<file path="config.mk">
export PLATFORM = sky130hd
export DESIGN_NAME = mlh_ram
export DESIGN_NICKNAME = d
export VERILOG_FILES = /design/src/sv/min_line_hull_container_defines.svh /design/src/sv/mlh_ram.sv
export SDC_FILE = /design/constraint.sdc
export NUM_CORES = 1
export LEC_CHECK = 0
export BUFFER_PORTS_ARGS = -buffer_cell sky130_fd_sc_hd__buf_2
export CELL_PAD_IN_SITES_DETAIL_PLACEMENT = 1
export CELL_PAD_IN_SITES_GLOBAL_PLACEMENT = 2
export CORE_MARGIN = 3
export CORE_UTILIZATION = 25
export DETAILED_ROUTE_END_ITERATION = 8
export PLACE_DENSITY = 0.47
export SETUP_SLACK_MARGIN = 0.02
export SLEW_MARGIN = 10
export SYNTH_ARGS = -nofsm -noshare
export SYNTH_HDL_FRONTEND = slang
export SYNTH_SLANG_ARGS = --single-unit
</file>
<file path="constraint.sdc">
create_clock -name clk -period 1.63 [get_ports clk]
set_clock_uncertainty 0.1 [all_clocks]
set_input_delay 0.163 -clock clk [delete_from_list [all_inputs] [get_ports clk]]
set_output_delay 0.163 -clock clk [all_outputs]
set_load 0.1 [all_outputs]
</file>
<file path="src/sv/min_line_hull_container_defines.svh">
// assertion macros for the line hull container
`ifndef MIN_LINE_HULL_CONTAINER_DEFINES_SVH
`define MIN_LINE_HULL_CONTAINER_DEFINES_SVH
`ifndef SYNTHESIS
`define MLH_ASSERT_NOW(lbl, ante, cons) \
  lbl: assert property (@(posedge clk) disable iff (!rst_n) (ante) |-> (cons)) \
    else $error("mlh check failed");
`define MLH_ASSERT_NEXT(lbl, ante, cons) \
  lbl: assert property (@(posedge clk) disable iff (!rst_n) (ante) |=> (cons)) \
    else $error("mlh check failed");
`else
`define MLH_ASSERT_NOW(lbl, ante, cons)
`define MLH_ASSERT_NEXT(lbl, ante, cons)
`endif
`endif

</file>
<file path="src/sv/mlh_ram.sv">
// generic single-port-write ram with registered read
`timescale 1ns / 1ps
module mlh_ram #(
  parameter int WIDTH = 8,
  parameter int DEPTH = 16
) (
  input  logic                     clk,
  input  logic                     we,
  input  logic [$clog2(DEPTH)-1:0] waddr,
  input  logic [WIDTH-1:0]         wdata,
  input  logic                     re,
  input  logic [$clog2(DEPTH)-1:0] raddr,
  output logic [WIDTH-1:0]         rdata
);
  logic [WIDTH-1:0] mem [DEPTH];
  logic [WIDTH-1:0] rdata_r;

  always_ff @(posedge clk) begin
    if (we) begin
      mem[waddr] <= wdata;
    end
    if (re) begin
      rdata_r <= mem[raddr];
    end
  end

  assign rdata = rdata_r;
endmodule

</file>
## Yosys cells after proc, flatten, opt, wreduce, memory -nomap -nowiden

Memories as Yosys holds them, arrays and structs flattened. A register that Yosys moved wholly into a read port is not among the register bits.
Cells that the tools add are included.

- Muxes and demuxes: 2

Operator list:

| operator | number |
|---|---|
| $mux 1 | 2 |

- Flip-flop bits (word level): 0
- Memory bits (writable): 128
- Input port bits: 19
- Output and inout bits: 8
- Word-level logic and storage cells: 3
- Memories kept: 1

Memories:

| name | depth | width | rd ports | clocked after Yosys merged registers in | wr ports | RTL line | source |
|---|---|---|---|---|---|---|---|
| mem | 16 | 8 | 1 | 1 | 1 | mlh_ram.sv:15 | `logic [WIDTH-1:0] mem [DEPTH];` |

## Longest topological paths before layout

Gate-level depths: netlist (run 1).

- Depth in word-level cells: 2
- Gate-level depth with buffers: 5
- Mapped depth without buffers: 3

## Worst setup path before layout (run 1)

OpenSTA, ideal clock, no wires.

- Path kind: input to register
- Start: in waddr[2]
- End: mem mem[0][0] (enable)
- Library setup time: 383 ps
- Arrival time: 1273 ps
- Required time: 1147 ps
- Setup slack: -126 ps
- Stages: 2
- Path buffers: 0
- Cells stage by stage: or3b_2 nor3_1

RTL lines:

| item | RTL line | source |
|---|---|---|
| start: declaration | mlh_ram.sv:9 | `input logic [$clog2(DEPTH)-1:0] waddr,` |
| end: declaration | mlh_ram.sv:15 |  |

Straight into the memory's write port.

==> metrics, run 1 <==
outcome finished, final reports clean; cts hold-fix bufs 0; Power Total 8.463 mW; Top Usage Layer GRT met2; share of layout cells above drive strength 1 0.3851; post-route non-filler standard cell count 579; Tcrit/Tclk final 0.9780; Die W 150.6 um; setup bufs post-CTS 0; DRC Markers 0; CTS sink cnt around 140; share of the synthesized area in the top cell type 0.7812; I/O Buffers 26; Area Growth Syn to Fin 25.32%; post-layout minimum cycle time 1.594 ns; dpl hpwl 8.133 mm; die area approximately 23000 um2; Psw 1.799 mW; Final setup violation count 0; Placed Instances 547; worst vdd ir 0.0005507 V; via count 2479; crit path DAT 1.65 ns; initial DRC count about 140; post-route ant nets 0; Placement Setup Slack -0.2770 ns; initial antenna violation count 0; core area 20360 um2; vias per cell 4.282; CTS tree built; syn avg cell area between 20 and 25 um2; WS Path Type register to register; clock transition at the registers of the reported paths 0.06 ns; clk_lat worst skew 0.41 ns; gr ovfl total 0; clock network fraction of design power 0.466; Synth Register Bits 136; most common cell after layout, fill and taps aside edfxtp_1; CTS Root Cell clkbuf_16; internal power 6.664 mW; CP startpoint kind register; Synth area leader edfxtp_1; GP Congestion 0.6976; most frequent cells in the layout edfxtp_1 (136), buf_4 (27), buf_2 (26); Util after Layout 0.3217; Area contributors post-synth edfxtp_1 (78%), mux4_2 (7.8%), mux4_1 (7.0%); H-tree levels 4; Max Slew Vio Count 0; drt first pass iters 4; post-synthesis sequential area ratio 0.7812; PwrDens ~1300 nW/um2; Die Y-Extent 150.6 um; final worst slack 0.03583 ns; I/O pin count 27; NumNets Final 315; Antenna Cells 0; drt total wl 12.19 mm; RSZ-0062 raised after global routing true; max cap viols 0; M3 GR Usage 0.03040; sequential fraction of design power 0.468; clock buffer depth 2; worst hold path class input port to register; Slew @ Worst Pin 0.8732 ns; Netlist Area Pre-Place 5228 um2; initial core utilization 0.2567; largest net degree at the start of global routing 17; met1 GRT Util 0.1564; grt met2 use 0.1769; Highest Clock Rate between 600 and 700 MHz; Syn Nets roughly 250; Hold Fails Final Rpt 0; leakage power 2.176 nW; Slew headroom 0.4157; Yosys warning count 0; global-route wire length before repair 17.87 mm; number of core rows 52; switching fraction of total power 0.2126; total CTS buffers 17; GRT Util Overall 0.1144; Mapped Cells approximately 230; Crit. End Element register; vias in the first global route 2684; Avg WL per Cell 21.05 um; CP required approximately 1.7 ns; Comb pwr share 0.067; Crit Path Max Fanout 1; Yosys cell types 18
[power groups by stage]
stage	sequential, mW	clock, mW	combinational (mW)
2_1_floorplan	4.15	0	0.199
3_3_place_gp	4.03	0	0.553
3_5_place_dp	4.03	0	0.560
4_1_cts	3.96	4.03	0.566
5_1_grt	3.96	4.20	0.606
6_report	3.96	3.94	0.563
[synthesized netlist by cell type]
master             n
edfxtp_1         136
mux4_2            18
a22oi_1           16
mux4_1            14
nor2_1            13
nand2_1            9
nor3_1             4
buf_2              3
buf_6              3
clkdlybuf4s25_2    3
nand2b_1           2
nand3b_1           2
and2_1             1
and2b_1            1
buf_4              1
nand3_1            1
nor2b_1            1
or3b_2             1
[critical path: stages, from the launching register on]
cell and delay (ns):
edfxtp_1 0.36, mux4_1 0.50, a22oi_1 0.31, nand2_4 0.07
[worst paths after layout]
| check | slack (ns) | start | to | cells after the start |
|---|---|---|---|---|
| max | 0.04 | mem[8][4]$_DFFE_PP_ | rdata[4]$_DFFE_PP_ | 3 |
| min | 0.02 | re | rdata[4]$_DFFE_PP_ | 1 |
| min reg2reg | 0.66 | mem[8][1]$_DFFE_PP_ | rdata[1]$_DFFE_PP_ | 3 |
| max reg2reg | 0.04 | mem[8][4]$_DFFE_PP_ | rdata[4]$_DFFE_PP_ | 3 |
[cells by family (layout without fill, tap and decap cells)]
logic type	after synthesis	in the layout	share of synthesized area
flops	136	136	0.7812
simple gates	35	35	0.03136
mux	32	32	0.1479
compound gates	16	16	0.02298
buf+inv	10	90	0.01651
[metrics by stage]
step                      hold WS [ns]  instance area, um2  setup TNS, ns
after floorplan                 0.1619                5233              0
after global placement          0.4452                5917         -1.765
after detailed placement        0.4608                5917         -1.697
after CTS                      0.01995                6538              0
after global routing           0.01314                6551       -0.01630
final                          0.02405                6551              0
[flip-flops by register name, indices dropped and copies added, names as in the netlist]
| name | count |
|---|---|
| mem | 128 |
| rdata | 8 |
[repair_timing]
item,4_1_cts,5_1_grt
setup endpoints to repair,4,7
pin swaps,1,4
resized for setup,4,9
[layer usage]
metal | vias to the layer above | routed length (um)
met2 | 38 | 5849
met4 | 0 | 189
met5 | - | 0
met1 | 1315 | 5799
met3 | 14 | 347
li1 | 1112 | -
[final cells by class]
| cell class | count | area [um2] |
|---|---|---|
| Clock inverter | 15 | 183.9 |
| Clock buffer | 17 | 425.4 |
| Multi-Input combinational cell | 83 | 1087 |
| Tap cell | 270 | 337.8 |
| Fill cell | 2017 | 13810 |
| Timing Repair Buffer | 58 | 432.9 |
| Sequential cell | 136 | 4084 |
Note: power is estimated with default switching activity, not from simulation.
==> run 2: changes to the inputs <==
--- a/config.mk
+++ b/config.mk
@@ -12,6 +12,8 @@
 export CORE_UTILIZATION = 25
 export DETAILED_ROUTE_END_ITERATION = 8
 export PLACE_DENSITY = 0.47
+export RECOVER_POWER = 50
+export REMOVE_ABC_BUFFERS = 1
 export SETUP_SLACK_MARGIN = 0.02
 export SLEW_MARGIN = 10
 export SYNTH_ARGS = -nofsm -noshare
==> metrics, run 2 (synthesized netlist as in run 1, its figures left out) <==
outcome finished, final reports clean; I/O Buffers 26 (unchanged); via count 2439 (-1.6%); initial DRC count 223 (+63%); Power Total 7.652 mW (-9.6%); Largest register FFs 128 (unchanged); die area 22680 um2 (unchanged); Max Slew Vio Count 0 (unchanged); CTS sink cnt 136 (unchanged); end of the worst register-to-register path rdata[6]$_DFFE_PP_; crit path launch mem[7][6]$_DFFE_PP_; crit path DAT 1.62 ns (-0.03 ns); PwrDens 1206 nW/um2 (-6.6%); vias per cell 4.279 (about the same); leakage power 2.070 nW (-4.9%); Die Y-Extent 150.6 um (unchanged); number of core rows 52 (unchanged); Placement Setup Slack -0.3304 ns (-0.05339 ns); R2R cell count 4 (+1); post-route ant nets 0 (unchanged); DRC Markers 0 (unchanged); CTS Root Cell clkbuf_16; Crit Path Max Fanout 1 (unchanged); CP required 1.69 ns (about the same); Top reg by flops mem; max cap viols 0 (unchanged); WS Path Type register to register; clock buffer depth 2 (unchanged); Top Metal Used met4; worst setup path endpoint rdata[6]$_DFFE_PP_; core area 20360 um2 (unchanged); worst hold path class input port to register; post-route non-filler standard cell count 570 (-1.6%); clk_lat worst skew 0.41 ns (about the same); Placed Instances 541 (-1.1%); cts hold-fix bufs 0 (unchanged); Met3 Routed Length 370 um (+6.6%); worst vdd ir 0.0004855 V (-12%); H-tree levels 4 (unchanged); Area Growth Syn to Fin 21.33%; clock transition at the registers of the reported paths 0.05 ns (about the same); global-route wire length before repair 18.25 mm (+2.1%); GRT Util Overall 0.1171 (+0.002788); vias in the first global route 2632 (-1.9%); Antenna Cells 0 (unchanged); largest net degree at the start of global routing 26 (+9); final worst slack 0.06902 ns (+0.03318 ns); Fill cells 2039 (+1.1%); post-layout minimum cycle time 1.561 ns (-0.03318 ns); hold_ws 0.1776 ns (+0.1535 ns); Final setup violation count 0 (unchanged); most frequent cells in the layout edfxtp_1 (136), buf_4 (21), mux4_2 (18); initial antenna violation count 0 (unchanged); setup slack, reg-to-reg 0.07 ns (+0.03 ns); Slew headroom 0.3855 (-0.03016); share of layout cells above drive strength 1 0.2933 (-0.09178); RSZ-0062 raised after global routing true; total CTS buffers 17 (unchanged); metal2 WL 6.011 mm (+2.8%); Highest Clock Rate 640.6 MHz (+2.1%); I/O pin count 27 (unchanged); Hold Fails Final Rpt 0 (unchanged); FF+latch area 4084 um2 (unchanged); GP Congestion 0.6492 (-6.9%); CTS tree built; CP startpoint kind register; Avg WL per Cell 21.29 um (+1.2%); Slew @ Worst Pin 0.9183 ns (+0.04508 ns); initial core utilization 0.2567 (unchanged); dpl hpwl 8.062 mm (-0.88%); r2r startpoint mem[7][6]$_DFFE_PP_; Crit. End Element register; Multi-input gate area 1085 um2 (-0.23%); most common cell after layout, fill and taps aside edfxtp_1; drt first pass iters 4 (unchanged); gr ovfl total 0 (unchanged); NumNets Final 309 (-1.9%); drt total wl 12.14 mm (-0.39%); met1 wire length 5.580 mm (-3.8%); Die W 150.6 um (unchanged); Util after Layout 0.3114 (-0.01026); Tcrit/Tclk final 0.9577 (-0.02036)
-- run 2: changes by cell type in the layout (fill, tap and decap cells not counted), moves of 2 or more --
cell | before | now
clkbuf_1 | 0 | 16
buf_2 | 26 | 16
buf_4 | 27 | 21
bufinv_16 | 4 | 0
mux4_1 | 10 | 14
mux4_2 | 22 | 18
clkinv_4 | 2 | 0
clkinvlp_4 | 2 | 0
-- run 2: timing repair --
action | CTS | global route
pin swaps | 0 | 2
endpoints found under the setup margin | 4 | 4
gates resized for setup | 4 | 2
setup buffers | 0 | 0
-- run 2: worst min path at each step --
stage          startpoint                    to  slack, ns  cells past startpoint
2_1_floorplan    wdata[0]   mem[0][0]$_DFFE_PP_       0.16                      0
3_3_place_gp     wdata[5]   mem[3][5]$_DFFE_PP_       0.45                      1
3_5_place_dp           re    rdata[6]$_DFFE_PP_       0.47                      1
4_1_cts          wdata[5]  mem[12][5]$_DFFE_PP_       0.03                      1
5_1_grt                re    rdata[4]$_DFFE_PP_       0.19                      1
6_report               re    rdata[4]$_DFFE_PP_       0.18                      1
-- run 2: layout make-up --
cell class	instances	share of cell area
Sequential cell	136	0.6439
Timing Repair Buffer	52	0.05662
Multi-Input combinational cell	83	0.1710
Clock buffer	22	0.07003
Clock inverter	7	0.005129
Tap cell	270	0.05326
-- run 2: through the flow --
step | TNS (ns) | cell area, um2
2_1_floorplan | -1.007 | 5141
3_3_place_gp | -2.235 | 5854
3_5_place_dp | -2.335 | 5854
4_1_cts | 0 | 6351
5_1_grt | -0.01922 | 6342
6_report | 0 | 6342
-- run 2: per-layer routing --
metal  global-route usage  vias up
met5                    0        -
li1                     -     1097
met1               0.1522     1289
met3              0.02950       14
met4              0.04488        0
met2               0.1895       39
-- run 2: power by group --
group	switching (mW)	internal (mW)
clock network	1.28	1.89
registers	0.0202	3.95
logic	0.352	0.171
total	1.65	6.00
-- run 2: critical path: stages, from the launching register on --
cell	delay [ns]
edfxtp_1	0.36
mux4_2	0.49
a22oi_2	0.16
buf_4	0.15
nand2_2	0.04
==> run 3: changes to the inputs <==
--- a/config.mk
+++ b/config.mk
@@ -5,13 +5,14 @@
 export SDC_FILE = /design/constraint.sdc
 export NUM_CORES = 1
 export LEC_CHECK = 0
+export ABC_AREA = 1
 export BUFFER_PORTS_ARGS = -buffer_cell sky130_fd_sc_hd__buf_2
 export CELL_PAD_IN_SITES_DETAIL_PLACEMENT = 1
 export CELL_PAD_IN_SITES_GLOBAL_PLACEMENT = 2
 export CORE_MARGIN = 3
 export CORE_UTILIZATION = 25
 export DETAILED_ROUTE_END_ITERATION = 8
-export PLACE_DENSITY = 0.47
+export PLACE_DENSITY = 0.54
 export RECOVER_POWER = 50
 export REMOVE_ABC_BUFFERS = 1
 export SETUP_SLACK_MARGIN = 0.02
==> metrics, run 3 <==
dpl hpwl 9.923 mm (+23%); Power Total 8.165 mW (+6.7%); Final setup violation count 0 (unchanged); CP required 1.37 ns (-0.32 ns); Yosys cell types 11 (-7); Synth area leader edfxtp_1; setup bufs post-CTS 0 (unchanged); worst hold path class input port to register; grt met2 use 0.2132 (+0.02375); PwrDens 1167 nW/um2 (-3.3%); Yosys warning count 0 (unchanged); core area 22780 um2 (+12%); share of layout cells above drive strength 1 0.1082 (-0.1851); hold_ws 0.1616 ns (-0.01599 ns); most frequent cells in the layout nand2_1 (173), edfxtp_1 (136), inv_1 (100); PostCTS Resize Cnt 0 (-4); RSZ-0062 raised after global routing false; Post-synth EDFFs 136 (unchanged); CP startpoint kind register; most common cell after layout, fill and taps aside nand2_1; WS Path Type register to output port; outcome finished, final reports clean; Top Usage Layer GRT met2; CTS Root Cell clkbuf_16; NumNets Final 616 (+99%); DRC Markers 0 (unchanged); CTS sink cnt 136 (unchanged); Buf+Inv Stages, Crit Path 1 (unchanged); largest net degree at the start of global routing 51 (+96%); initial core utilization 0.2567 (about the same); Placed Instances 891 (+65%); worst vdd ir 0.0005496 V (+13%); ys flop type edfxtp_1; Placement Setup Slack 0.1474 ns (+0.4778 ns); Highest Clock Rate 653.5 MHz (+2.0%); clock buffer depth 2 (unchanged); max cap viols 0 (unchanged); die area 25260 um2 (+11%); vias in the first global route 4172 (+59%); GP Congestion 0.6729 (+3.7%); M3 GR Usage 0.02966 (+0.0001563); delay-heaviest family, CP buffers and inverters; post-route non-filler standard cell count 923 (+62%); via count 3804 (+56%); cts hold-fix bufs 0 (unchanged); number of core rows 55 (+5.8%); Placement Cell Area 6465 um2 (+10%); top post-synthesis cells by count nand2_1 (173), edfxtp_1 (136), inv_1 (100); Hold Fails Final Rpt 0 (unchanged); global-route wire length before repair 23.98 mm (+31%); most frequent cell after synthesis nand2_1; H-tree levels 4 (unchanged); Area Growth Syn to Fin 19.67%; clock transition at the registers of the reported paths 0.06 ns (about the same); Netlist Area Pre-Place 5847 um2 (+12%); Max Slew Vio Count 0 (unchanged); Mapped Cells 551 (+140%); I/O pin count 27 (unchanged); crit-path max cell delay 0.45 ns (-0.04 ns); Area contributors post-synth edfxtp_1 (70%), nand2_1 (11%), nand3_1 (8.3%); GRT Util Overall 0.1252 (+0.008057); Top reg by flops mem; worst-path cell chain buf_2; Util after Layout 0.3072 (-0.004272); crit path DAT 1.27 ns (-0.35 ns); vias per cell 4.121 (-3.7%); drt total wl 15.23 mm (+25%); total CTS buffers 17 (unchanged); Die Y-Extent 158.9 um (+5.5%); syn avg cell area 10.61 um2 (-54%); Crit. End Element output port; Synth Register Bits 136 (unchanged); leakage power 2.924 nW (+41%); Tcrit/Tclk final 0.9387 (-0.01894); I/O Buffers 26 (unchanged); Slew @ Worst Pin 0.8932 ns (-0.02511 ns); clk_lat worst skew 0.41 ns (about the same); met1 GRT Util 0.1627 (+0.01047); post-route ant nets 0 (unchanged); share of the synthesized area in the top cell type 0.6985 (-0.08275); slowest cell on the critical path buf_2; final worst slack 0.09989 ns (+0.03087 ns); fin area 6997 um2 (+10%); post-layout minimum cycle time 1.530 ns (-0.03087 ns); Die W 158.9 um (+5.5%); Antenna Cells 0 (unchanged); gr ovfl total 0 (unchanged); setup TNS 0 ns (unchanged); initial DRC count 208 (-6.7%); Slew headroom 0.4045 (+0.01900); Crit Path Max Fanout 1 (unchanged); drt first pass iters 4 (unchanged); initial antenna violation count 0 (unchanged); Avg WL per Cell 16.50 um (-22%); Async S/R FF share, synth 0 (unchanged); Largest register FFs 128 (unchanged); post-synthesis sequential area ratio 0.6985 (-0.08275); CTS tree built
[run 3: cell types whose count changed in the layout (fill, tap and decap cells not counted), moves of 3 or more]
cell / change
mux4_1: -14
a22oi_1: -11
a22oi_2: -5
nor3_1: -4
buf_4: -3
nand2_1: +165
inv_1: +100
mux4_2: -18
nor2_1: +4
nand3_1: +96
[run 3: logic make-up (layout without fill, tap and decap cells)]
family / after synthesis / count (layout) / share of synthesized area
and+or+nand+nor: 289 / 289 / 0.2076
buffers and inverters: 126 / 185 / 0.09394
DFF: 136 / 136 / 0.6985
[run 3: power breakdown]
group / internal, mW / switching (mW)
clock: 2.23 / 1.35
combinational: 0.155 / 0.462
sequential: 3.94 / 0.0262
total: 6.33 / 1.84
[run 3: routing by layer]
metal / part of all wire / vias to the layer above / routed length, um
li1: - / 1869 / -
met1: 0.48 / 1890 / 7270
met2: 0.49 / 41 / 7520
met3: 0.025 / 4 / 376
met4: 0.0043 / 0 / 65
met5: 0 / - / 0
[run 3: final timing paths]
path                                           from  slack [ns]                  to  cells past startpoint
worst max-delay path             rdata[5]$_DFFE_PP_         0.1            rdata[5]                      1
worst min register to register  mem[2][1]$_DFFE_PP_        0.64  rdata[1]$_DFFE_PP_                      6
worst max register to register  mem[5][6]$_DFFE_PP_        0.40  rdata[6]$_DFFE_PP_                      6
worst min-delay path                             re        0.16  rdata[2]$_DFFE_PP_                      1
[run 3: layout make-up]
cell class | count | area [um2]
Clock inverter | 10 | 103.9
Multi-Input combinational cell | 289 | 1214
Tap cell | 313 | 391.6
Timing Repair Buffer | 51 | 376.6
Inverter | 102 | 382.9
Fill cell | 2539 | 15780
Clock buffer | 22 | 444.2
Sequential cell | 136 | 4084
